==> config.mk <==
export PLATFORM = sky130hd
export DESIGN_NAME = rgb_to_hsl_fixed_flat
export DESIGN_NICKNAME = d
export VERILOG_FILES = /design/src/sv/rgbhsl_pkg.sv /design/src/sv/rgbhsl_if.sv /design/src/sv/rgb_to_hsl_fixed.sv /design/src/sv/rgbhsl_div.sv /design/src/flat_wrapper.sv
export VERILOG_INCLUDE_DIRS = /design/src /design/src/sv
export SDC_FILE = /design/constraint.sdc
export NUM_CORES = 1
export LEC_CHECK = 0
export BUFFER_PORTS_ARGS = -buffer_cell sky130_fd_sc_hd__buf_2
export CORE_ASPECT_RATIO = 0.5
export CORE_MARGIN = 10
export CORE_UTILIZATION = 60
export DETAILED_ROUTE_END_ITERATION = 6
export PLACE_DENSITY_LB_ADDON = 0.1
export SLEW_MARGIN = 20
export SYNTH_ARGS = -nofsm -noshare
export SYNTH_HDL_FRONTEND = slang
export SYNTH_HIERARCHICAL = 1
export SYNTH_SLANG_ARGS = --single-unit
==> constraint.sdc <==
create_clock -name clock -period 9.3 [get_ports clock]
set_input_delay 0.465 -clock clock [delete_from_list [all_inputs] [get_ports clock]]
set_output_delay 0.465 -clock clock [all_outputs]
set_load 0.005 [all_outputs]
==> src/sv/rgb_to_hsl_fixed_defines.svh <==
// Assertion macros for the RGB to HSL converter, used by its top level.
`ifndef RGB_TO_HSL_FIXED_DEFINES_SVH
`define RGB_TO_HSL_FIXED_DEFINES_SVH

// Check that cons holds in the same cycle as ante; uses the clock and reset of the host module.
`define RGBHSL_ASSERT_NOW(label, ante, cons, msg) \
   label: assert property (@(posedge clock) disable iff (reset) (ante) |-> (cons)) \
      else $error(msg);

// Check that cons holds in the cycle after ante.
`define RGBHSL_ASSERT_NEXT(label, ante, cons, msg) \
   label: assert property (@(posedge clock) disable iff (reset) (ante) |=> (cons)) \
      else $error(msg);

`endif

==> src/sv/rgbhsl_pkg.sv <==
// Types and constants of the RGB to HSL converter.
package rgbhsl_pkg;

   localparam int COMP_W      = 8;             // one color component
   localparam int SUM_W       = COMP_W + 1;    // max + min
   localparam int DEN_W       = SUM_W;         // divisor of both dividers
   localparam int QUO_W       = 16;            // fractional quotient bits
   localparam int DIV_STAGES  = 4;             // register stages of a divider
   localparam int DIV_STEP    = QUO_W / DIV_STAGES;
   localparam int STAGE_CNT   = DIV_STAGES + 3; // front, divider, hue combine, scale
   localparam int HUE_W       = 15;
   localparam int SAT_W       = 16;
   localparam int LIGHT_W     = 16;
   localparam int LIGHT_SHIFT = LIGHT_W - SUM_W;
   localparam int ANGLE_W     = 19;            // hue in 65536 per sextant
   localparam int ANGLE_EXT_W = ANGLE_W + 1;   // signed working width
   localparam int HUE_SCALE   = 15;
   localparam int HUE_SHIFT   = 8;
   localparam int HUE_PROD_W  = HUE_W + HUE_SHIFT;
   localparam int HUE_CIRCLE  = 23040;

   localparam logic [ANGLE_W-1:0] OFS_GREEN   = 19'h20000;
   localparam logic [ANGLE_W-1:0] OFS_BLUE    = 19'h40000;
   localparam logic [ANGLE_W-1:0] FULL_CIRCLE = 19'h60000;
   localparam logic [QUO_W:0]     HUE_UNIT    = 17'h10000;
   localparam logic [SAT_W-1:0]   SAT_MAX     = 16'hFFFF;

   typedef enum logic [1:0] {
      SEXT_RED,
      SEXT_GREEN,
      SEXT_BLUE
   } sextant_type;

   typedef struct packed {
      logic [COMP_W-1:0] red;
      logic [COMP_W-1:0] green;
      logic [COMP_W-1:0] blue;
   } pixel_type;

   typedef struct packed {
      logic [HUE_W-1:0]   hue;
      logic [SAT_W-1:0]   saturation;
      logic [LIGHT_W-1:0] lightness;
   } hsl_type;

   // Per-pixel lightness and flags that ride alongside the dividers.
   typedef struct packed {
      logic [LIGHT_W-1:0] light;
      logic               gray;
      logic               sat_full;
      logic               hue_full;
      logic               hue_neg;
      sextant_type        sext;
   } side_type;

endpackage

==> src/sv/rgbhsl_if.sv <==
// Valid/ready channel interfaces for pixels in and HSL results out.
interface rgbhsl_req_if;
   logic                  valid;
   logic                  ready;
   rgbhsl_pkg::pixel_type data;
   modport source (output valid, output data, input ready);
   modport sink   (input valid, input data, output ready);
endinterface

interface rgbhsl_rsp_if;
   logic                valid;
   logic                ready;
   rgbhsl_pkg::hsl_type data;
   modport source (output valid, output data, input ready);
   modport sink   (input valid, input data, output ready);
endinterface

==> src/sv/rgb_to_hsl_fixed.sv <==
// Top level of the RGB to HSL converter: one 8-bit RGB pixel in, one fixed-point HSL result out.
// Input channel req_if carries red, green and blue; output channel rsp_if carries hue
// (1/64 degree, 0..23039), saturation (65536 is one, clamped to 65535) and lightness
// ((max + min) * 128). Every accepted pixel gives exactly one result, in order.
// From the accepting edge to rsp_if.valid a pixel passes through seven register
// stages: one front stage (max, min, sum, divisor, sextant), loaded at the accepting edge,
// four divider stages, one hue combine stage and one scale stage that is also the output
// register. The depth follows from the two 16-bit fractional divisions, which retire four
// quotient bits per stage.
// Throughput is one pixel per clock while the receiver takes results.
// When the receiver stalls with a result waiting, the whole pipeline holds and
// req_if.ready drops; nothing is lost or repeated, and it resumes the cycle ready returns.
// While the output register is empty the pipeline keeps advancing, so bubbles drain.
// Reset is synchronous and active high; it clears the valid bits of all stages and holds
// req_if.ready low, so no beat is taken while reset is high.
// The block holds no configuration and no state between pixels.
`include "rgb_to_hsl_fixed_defines.svh"

module rgb_to_hsl_fixed (
   input  logic                clock,
   input  logic                reset,
   rgbhsl_req_if.sink          req_if,
   rgbhsl_rsp_if.source        rsp_if
);

   localparam int CW   = rgbhsl_pkg::COMP_W;
   localparam int SW   = rgbhsl_pkg::SUM_W;
   localparam int DW   = rgbhsl_pkg::DEN_W;
   localparam int QW   = rgbhsl_pkg::QUO_W;
   localparam int NSTG = rgbhsl_pkg::STAGE_CNT;
   localparam int NDIV = rgbhsl_pkg::DIV_STAGES;
   localparam int AW   = rgbhsl_pkg::ANGLE_W;
   localparam int AXW  = rgbhsl_pkg::ANGLE_EXT_W;
   localparam int PW   = rgbhsl_pkg::HUE_PROD_W;

   // one global advance: the pipeline moves whenever the output register can drain
   logic adv;
   logic [NSTG-1:0] valid_ff;

   assign adv          = !valid_ff[NSTG-1] || rsp_if.ready;
   assign req_if.ready = adv && !reset;

   always_ff @(posedge clock) begin
      if (reset) begin
         valid_ff <= '0;
      end else if (adv) begin
         valid_ff <= {valid_ff[NSTG-2:0], req_if.valid};
      end
   end

   // ---------------- front stage: extremes, divisors, sextant ----------------
   logic [CW-1:0]           mx, mn, chroma, hue_mag;
   logic [SW-1:0]           sum;
   logic [DW-1:0]           sat_den;
   logic [SW-1:0]           diff;
   rgbhsl_pkg::side_type    side_in;
   rgbhsl_pkg::pixel_type   px;

   always_comb begin
      px = req_if.data;
      mx = px.red;
      mn = px.red;
      if (px.green > mx) mx = px.green;
      if (px.blue  > mx) mx = px.blue;
      if (px.green < mn) mn = px.green;
      if (px.blue  < mn) mn = px.blue;
      sum    = {1'b0, mx} + {1'b0, mn};
      chroma = mx - mn;
      // dark half divides by the sum, light half by 512 minus the sum
      sat_den = sum[SW-1] ? (DW'(0) - DW'(sum)) : DW'(sum);

      // first component equal to max picks the sextant
      if (px.red == mx) begin
         side_in.sext = rgbhsl_pkg::SEXT_RED;
      end else if (px.green == mx) begin
         side_in.sext = rgbhsl_pkg::SEXT_GREEN;
      end else begin
         side_in.sext = rgbhsl_pkg::SEXT_BLUE;
      end

      case (side_in.sext)
         rgbhsl_pkg::SEXT_RED:   diff = {1'b0, px.green} - {1'b0, px.blue};
         rgbhsl_pkg::SEXT_GREEN: diff = {1'b0, px.blue}  - {1'b0, px.red};
         rgbhsl_pkg::SEXT_BLUE:  diff = {1'b0, px.red}   - {1'b0, px.green};
         default:                diff = '0;
      endcase

      // divide the magnitude, so the quotient truncates toward zero
      side_in.hue_neg  = diff[SW-1];
      hue_mag          = CW'(diff[SW-1] ? (SW'(0) - diff) : diff);
      side_in.hue_full = (hue_mag == chroma);
      side_in.sat_full = (mn == '0);   // chroma equals the divisor only when min is zero
      side_in.gray     = (mx == mn);
      side_in.light    = {sum, rgbhsl_pkg::LIGHT_SHIFT'(0)};
   end

   rgbhsl_pkg::side_type side_ff [NDIV+1];
   logic [CW-1:0] sat_num_ff, hue_num_ff;
   logic [DW-1:0] sat_den_ff, hue_den_ff;

   always_ff @(posedge clock) begin
      if (adv) begin
         side_ff[0] <= side_in;
         for (int s = 1; s <= NDIV; s++) begin
            side_ff[s] <= side_ff[s-1];
         end
         sat_num_ff <= chroma;
         sat_den_ff <= sat_den;
         hue_num_ff <= hue_mag;
         hue_den_ff <= DW'(chroma);
      end
   end

   // ---------------- divider stages ----------------
   logic [QW-1:0] sat_quo, hue_quo;

   rgbhsl_div u_sat_div (
      .clock (clock),
      .adv   (adv),
      .num   (sat_num_ff),
      .den   (sat_den_ff),
      .quo   (sat_quo)
   );

   rgbhsl_div u_hue_div (
      .clock (clock),
      .adv   (adv),
      .num   (hue_num_ff),
      .den   (hue_den_ff),
      .quo   (hue_quo)
   );

   // ---------------- hue combine: sign, sextant offset, wrap ----------------
   rgbhsl_pkg::side_type sd;
   logic [QW:0]          hue_q;
   logic [AW-1:0]        hue_ofs;
   logic [AXW-1:0]       hue_sum;
   logic [AW-1:0]        hue_wrap_in, hue_wrap_ff;
   logic [rgbhsl_pkg::SAT_W-1:0]   sat_in, sat_ff;
   logic [rgbhsl_pkg::LIGHT_W-1:0] light_ff;

   always_comb begin
      sd    = side_ff[NDIV];
      hue_q = sd.hue_full ? rgbhsl_pkg::HUE_UNIT : {1'b0, hue_quo};
      case (sd.sext)
         rgbhsl_pkg::SEXT_RED:   hue_ofs = '0;
         rgbhsl_pkg::SEXT_GREEN: hue_ofs = rgbhsl_pkg::OFS_GREEN;
         rgbhsl_pkg::SEXT_BLUE:  hue_ofs = rgbhsl_pkg::OFS_BLUE;
         default:                hue_ofs = '0;
      endcase
      hue_sum = sd.hue_neg ? ({1'b0, hue_ofs} - AXW'(hue_q))
                           : ({1'b0, hue_ofs} + AXW'(hue_q));
      // negative angle: add one full circle
      if (hue_sum[AXW-1]) begin
         hue_sum = hue_sum + {1'b0, rgbhsl_pkg::FULL_CIRCLE};
      end
      hue_wrap_in = sd.gray ? '0 : hue_sum[AW-1:0];
      if (sd.gray) begin
         sat_in = '0;
      end else if (sd.sat_full) begin
         sat_in = rgbhsl_pkg::SAT_MAX;
      end else begin
         sat_in = sat_quo;
      end
   end

   always_ff @(posedge clock) begin
      if (adv) begin
         hue_wrap_ff <= hue_wrap_in;
         sat_ff      <= sat_in;
         light_ff    <= sd.light;
      end
   end

   // ---------------- scale to 1/64 degree, output register ----------------
   logic [PW-1:0]         hue_prod;
   rgbhsl_pkg::hsl_type   out_ff;

   assign hue_prod = PW'(hue_wrap_ff) * PW'(rgbhsl_pkg::HUE_SCALE);

   always_ff @(posedge clock) begin
      if (adv) begin
         out_ff.hue        <= hue_prod[PW-1:rgbhsl_pkg::HUE_SHIFT];
         out_ff.saturation <= sat_ff;
         out_ff.lightness  <= light_ff;
      end
   end

   assign rsp_if.valid = valid_ff[NSTG-1];
   assign rsp_if.data  = out_ff;

   // ---------------- assertions ----------------
   `RGBHSL_ASSERT_NEXT(a_stall_freezes, !adv,
      $stable(valid_ff) && $stable(hue_wrap_ff), "pipeline moved during a stall")
   `RGBHSL_ASSERT_NEXT(a_gray_zero, valid_ff[NDIV] && adv && side_ff[NDIV].gray,
      hue_wrap_ff == '0 && sat_ff == '0, "gray pixel gave nonzero hue or saturation")
   `RGBHSL_ASSERT_NEXT(a_hue_range, valid_ff[NSTG-2] && adv,
      rsp_if.data.hue < rgbhsl_pkg::HUE_W'(rgbhsl_pkg::HUE_CIRCLE),
      "hue beyond one full circle")

endmodule

==> src/sv/rgbhsl_div.sv <==
// Pipelined restoring divider: floor(num * 2^16 / den) for num < den.
module rgbhsl_div (
   input  logic                             clock,
   input  logic                             adv,
   input  logic [rgbhsl_pkg::COMP_W-1:0]    num,
   input  logic [rgbhsl_pkg::DEN_W-1:0]     den,
   output logic [rgbhsl_pkg::QUO_W-1:0]     quo
);

   localparam int DW = rgbhsl_pkg::DEN_W;
   localparam int QW = rgbhsl_pkg::QUO_W;
   localparam int NS = rgbhsl_pkg::DIV_STAGES;

   logic [DW-1:0] rem_ff [NS-1];
   logic [DW-1:0] rem_in [NS-1];
   logic [DW-1:0] den_ff [NS-1];
   logic [DW-1:0] den_in [NS-1];
   logic [QW-1:0] quo_ff [NS];
   logic [QW-1:0] quo_in [NS];

   always_comb begin
      logic [DW-1:0] r;
      logic [DW-1:0] d;
      logic [DW:0]   r2;
      logic [QW-1:0] q;
      r  = '0;
      d  = '0;
      r2 = '0;
      q  = '0;
      for (int s = 0; s < NS; s++) begin
         if (s == 0) begin
            r = DW'(num);
            d = den;
            q = '0;
         end else begin
            r = rem_ff[s-1];
            d = den_ff[s-1];
            q = quo_ff[s-1];
         end
         // one quotient bit per step: double, compare, subtract
         for (int i = 0; i < rgbhsl_pkg::DIV_STEP; i++) begin
            r2 = {r, 1'b0};
            if (r2 >= {1'b0, d}) begin
               r2 = r2 - {1'b0, d};
               q  = {q[QW-2:0], 1'b1};
            end else begin
               q  = {q[QW-2:0], 1'b0};
            end
            r = r2[DW-1:0];
         end
         quo_in[s] = q;
         if (s < NS - 1) begin
            rem_in[s] = r;
            den_in[s] = d;
         end
      end
   end

   always_ff @(posedge clock) begin
      if (adv) begin
         rem_ff <= rem_in;
         den_ff <= den_in;
         quo_ff <= quo_in;
      end
   end

   assign quo = quo_ff[NS-1];

endmodule
==> src/flat_wrapper.sv <==
// flat-port wrapper written by rule: the top's interface ports become plain ports
module rgb_to_hsl_fixed_flat 
  (clock, reset, req_if_valid, req_if_data, req_if_ready, rsp_if_valid, rsp_if_data, rsp_if_ready);
  rgbhsl_req_if req_if_i ();
  rgbhsl_rsp_if rsp_if_i ();
  input  logic clock;
  input  logic reset;
  input wire logic [$bits(req_if_i.valid)-1:0] req_if_valid;
  input wire logic [$bits(req_if_i.data)-1:0] req_if_data;
  output wire logic [$bits(req_if_i.ready)-1:0] req_if_ready;
  output wire logic [$bits(rsp_if_i.valid)-1:0] rsp_if_valid;
  output wire logic [$bits(rsp_if_i.data)-1:0] rsp_if_data;
  input wire logic [$bits(rsp_if_i.ready)-1:0] rsp_if_ready;
  assign req_if_i.valid = req_if_valid;
  assign req_if_i.data = req_if_data;
  assign req_if_ready = req_if_i.ready;
  assign rsp_if_valid = rsp_if_i.valid;
  assign rsp_if_data = rsp_if_i.data;
  assign rsp_if_i.ready = rsp_if_ready;
  rgb_to_hsl_fixed u_core (.clock(clock), .reset(reset), .req_if(req_if_i), .rsp_if(rsp_if_i));
endmodule
[Word level (Yosys, flattened, before mapping)]
Memories as Yosys holds them, arrays and structs flattened.
Index checks and enable logic that the tools add are counted.
Word-level totals
  flip-flop bits (word level): 315
  memory bits (writable): 110
  input port bits: 28
  output and inout bits: 49
  word-level logic and storage cells: 207
  memories kept: 1
Cells by class
  add/sub/neg operators: 40
  multiply operators: 1
  $lt $le $gt $ge: 36
  equal/unequal tests: 8
  muxes and demuxes: 78
  reduce and logical (&&, ||, !) cells: 6
Memory list
  u_core.side_ff: depth 5, width 22, rd ports 5, clocked after Yosys merged registers in 0, write ports 5, RTL line rgb_to_hsl_fixed.sv:97  | rgbhsl_pkg::side_type side_ff [NDIV+1];
Operators with widths (number)
  2-to-1 mux 9 bit: 30
  greater-or-equal comparator 10 x 8 -> 1 bit: 15
  greater-or-equal comparator 10 x 9 -> 1 bit: 15
  subtractor 9 x 8 -> 9 bit: 15
  subtractor 9 bit: 15
  2-to-1 mux 8 bit: 6
  case mux 19 bit (2 select lines): 1
  2-to-1 mux 1 bit: 34
  == test 8 bit: 4
  case mux 9 bit (3 select lines): 1
  subtractor 8 x 8 -> 9 bit: 3
  multiplier 19 x 4 -> 23 bit, second input constant: 1
  adder 19 x 17 -> 20 bit: 1
  2-to-1 mux 20 bit: 1
  subtractor 19 x 17 -> 20 bit: 1
  adder 19 bit, second input constant: 1
  2-to-1 mux 19 bit: 1
  2-to-1 mux 17 bit: 1
  greater-than comparator 8 bit: 2
  less-than comparator 8 bit: 2
  2-to-1 mux 16 bit: 1
  adder 8 x 8 -> 9 bit: 1
  greater-or-equal comparator 9 x 8 -> 1 bit: 1
  greater-or-equal comparator 9 bit: 1
  other kinds (11): 15

[Depth between registers and ports, before layout]
  depth in word-level cells: 12
  gate-level depth with buffers: 38
  depth with buffers taken out: 37

[Modules after synthesis]
The synthesis kept the hierarchy.
Modules (own cells, without submodules)
  rgb_to_hsl_fixed: times used 1, cells an instance 1011, area an instance 11838.9 um^2, sequential area each 5605.4 um^2
  rgbhsl_div (u_core.u_hue_div): times used 1, cells an instance 1076, area an instance 10224.8 um^2, sequential area each 2822.7 um^2
  rgbhsl_div (u_core.u_sat_div): times used 1, cells an instance 1057, area an instance 9978.3 um^2, sequential area each 2822.7 um^2

[Least setup slack after synthesis]
Ideal clock, no wire load.
  path kind: input-to-reg
  start point: input port rsp_if_ready
  end point: register u_core.hue_den_ff[0] (enable)
  library setup time: 0.721 ns
  arrival time: 7.863 ns
  required time: 8.579 ns
  slack: 0.716 ns
  stages on the path: 3
  buffers on the path: 1
  path through: nor2b_1 -> clkbuf_1 -> inv_1
Between the ends
  longest elaborated chain between the ends: 1
Ends and longest elaborated chain
  start, declared: RTL line flat_wrapper.sv:13  | input wire logic [$bits(rsp_if_i.ready)-1:0] rsp_if_ready;
  logical OR 1 bit: RTL line rgb_to_hsl_fixed.sv:40  | assign adv = !valid_ff[NSTG-1] || rsp_if.ready;
  named net u_core.adv: RTL line rgb_to_hsl_fixed.sv:37  | logic adv;
  end signal, assigned: RTL line rgb_to_hsl_fixed.sv:110  | hue_den_ff <= DW'(chroma);
  end, declared: RTL line rgb_to_hsl_fixed.sv:99  | logic [DW-1:0] sat_den_ff, hue_den_ff;
The timed path passes the listed nets, and every way through them passes these cells.
A chain may end at the register's enable or synchronous reset.

==> summary.md <==
| Metric | Value |
|---|---|
| Status | finished clean |
| Mean Syn Cell Area | 10.2 sq um |
| CP Capture Type | flip-flop |
| Max Cap Viol | 0 |
| Crit path top cell by count | a21o_1 |
| Die extent in x | 347 um |
| Top post-synthesis cells by area | edfxtp_1 35%, ha_1 14%, xnor2_1 4.7%, mux2_2 3.7%, nor2_1 3.4% |
| CTS tree | done |
| Later-pin clock latency in the skew report | 0.55 ns |
| Largest stage delay, worst path | 0.44 ns |
| Biggest area consumer among synthesized cells | edfxtp_1 |
| Post-Synthesis Cells | 3144 |
| Hold slack | 0.162 ns |
| Clk sinks | 377 |
| Initial DRC count | 1427 |
| Rel. slew slack | 0.319 |
| Crit path launch type | flip-flop |
| Pre-CTS setup slack | 0.174 ns |
| Final antenna-violating net count | 0 |
| Number of global-route vias before repair | 23200 |
| Starting Density | 0.611 |
| H-Tree Depth | 2 |
| Worst EP required | 9.59 ns |
| Max Fclk | 0.113 GHz |
| Fin nets | 3619 |
| Final Critical Period | 8.88 ns |
| Worst slew pin tran | 1.02 ns |
| RD Place Congestion | 0.966 |
| Post-synth top cells | 370 x edfxtp_1, 348 x ha_1, 292 x nor2_1 |
| DRC | 0 |
| First drt pass iteration count | 7 |
| First-pass GRT wire length | 118000 um |
| Row count | 59 |
| Initial antenna violation count | 1 |
| Most common cell in the netlist | edfxtp_1 |
| CP arrival | 9.17 ns |
| FF-to-FF setup slack | 0.42 ns |
| Share of cells above drive strength 1 | 0.119 |
| Seq cells post-synth | 377 |
| Max-slew violations | 0 |
| Root Buffer | clkbuf_16 |
| Post-synth EDFFs | 370 |
| Mapped Area | 32000 sq um |
| Area grow syn2layout | 7.11% |
| Yosys Warn Count | 6 |
| Clock Path Buffers | 3 |
| WP buf/inv | 5 |
| Die height | 183 um |
| Final hold violations | 0 |
| Ys flop type | edfxtp_1 |
| Cell variety after synth | 117 |
| Vias/cell | 6.06 |
| Via count | 23800 |
| Period utilization | 0.955 |
| I/O Buffers | 69 |
| Detailed Route WL | 72500 um |
| Post-synth ARST share | 0 |
| Critical path class | flip-flop to flip-flop |
| Final Skew | 0.0216 ns |
| Io pins | 77 |
| HP Class | input port to flip-flop |
| CP delay by family, top | compound AO/OA/AOI/OAI gates |
| Crit path max fanout | 10 |
| Share of the synthesized area in the top cell type | 0.347 |
| Post-layout util | 0.655 |
| Drt wl/cell | 18.5 um |
| Diode count | 0 |
| # setup viols final | 0 |
| Setup WS post-layout | 0.419 ns |
| TritonCTS Buffers | 37 |
| GRT Total Usage | 0.222 |
| CTS Hold Bufs | 0 |
| Core Area | 52400 sq um |
| Pin count of the biggest net entering global routing | 176 |
| CP max-delay cell | ha_2 |
| DP Wirelength | 56500 um |
| GR Overflow Total | 0 |
| DIE AREA | 63600 sq um |
| Reg clk slew, reported paths | 0.06 ns |
| Sequential fraction of the synthesis area | 0.351 |
[worst paths after layout]
check                                   start                           to  cells past startpoint
hold / removal                   req_if_valid           u_core/valid_ff[0]                      3
setup / recovery         u_core/hue_den_ff[6]  u_core/u_hue_div/rem_ff[22]                     35
setup reg to reg         u_core/hue_den_ff[6]  u_core/u_hue_div/rem_ff[22]                     35
hold reg to reg   u_core/u_sat_div/quo_ff[27]     u_core/u_sat_div/quo[15]                      0
[metal layers]
layer	vias up	track usage	share of wire
met5	-	0	0
met4	0	0.0549	0.020
met3	108	0.0286	0.044
met2	531	0.374	0.46
met1	11400	0.302	0.47
li1	11700	-	-
[placed cells by master, fill, tap and decap left out, types with 52 or more instances in the layout]
master	count
a21o_1	125
a21oi_1	209
buf_2	69
edfxtp_1	370
ha_1	345
inv_1	205
mux2_2	106
nand2_1	128
nor2_1	291
nor2b_1	52
o21ai_0	121
xnor2_1	172
xor2_1	103
[worst min-delay path, cell delays in order]
cell and delay [ns]:
buf_2 0.09, nand2_1 0.05, a21oi_1 0.05
[flip-flops by register name, summed over array words and instances, names as in the netlist, 16 cells and up]
name / flops
u_core/u_hue_div/quo_ff: 24
u_core/rsp_if.data: 40
u_core/u_sat_div/quo: 16
u_core/hue_wrap_ff: 19
u_core/u_sat_div/den_ff: 27
u_core/sat_ff: 16
u_core/u_sat_div/rem_ff: 27
u_core/u_hue_div/den_ff: 27
u_core/u_sat_div/quo_ff: 24
u_core/u_hue_div/rem_ff: 27
u_core/u_hue_div/quo: 16
u_core/side_ff: 74
[area by class of cell]
type	instances	area, sq um
Fill cell	4243	18100
Clock inverter	25	278
Clock buffer	42	966
Timing Repair Buffer	102	606
Sequential cell	377	11300
Tap cell	701	877
Multi-Input combinational cell	2462	19500
Inverter	216	831
[per-stage QoR]
step                      area [sq um]  std cells  setup TNS, ns
after global placement           33000       3854              0
after global routing             34300       3925         -0.239
after detailed placement         33000       3854              0
after CTS                        34200       3921              0
final                            34300       3925              0
after floorplan                  32100       3152              0
[kinds of logic after synthesis]
family	synth area share
compound gates	0.189
simple gates	0.120
fa+ha+maj	0.165
flops	0.351
buf+inv	0.0437
xor+xnor	0.0766
mux	0.0545
other cells	0.000117
[repair_timing]
item	in CTS	in global routing
endpoints found under the setup margin	0	43
resized for setup	0	19
buffers inserted	0	3
Power is not shown: default switching activity piles up to over one toggle a cycle in this logic, so the estimate is an artifact.
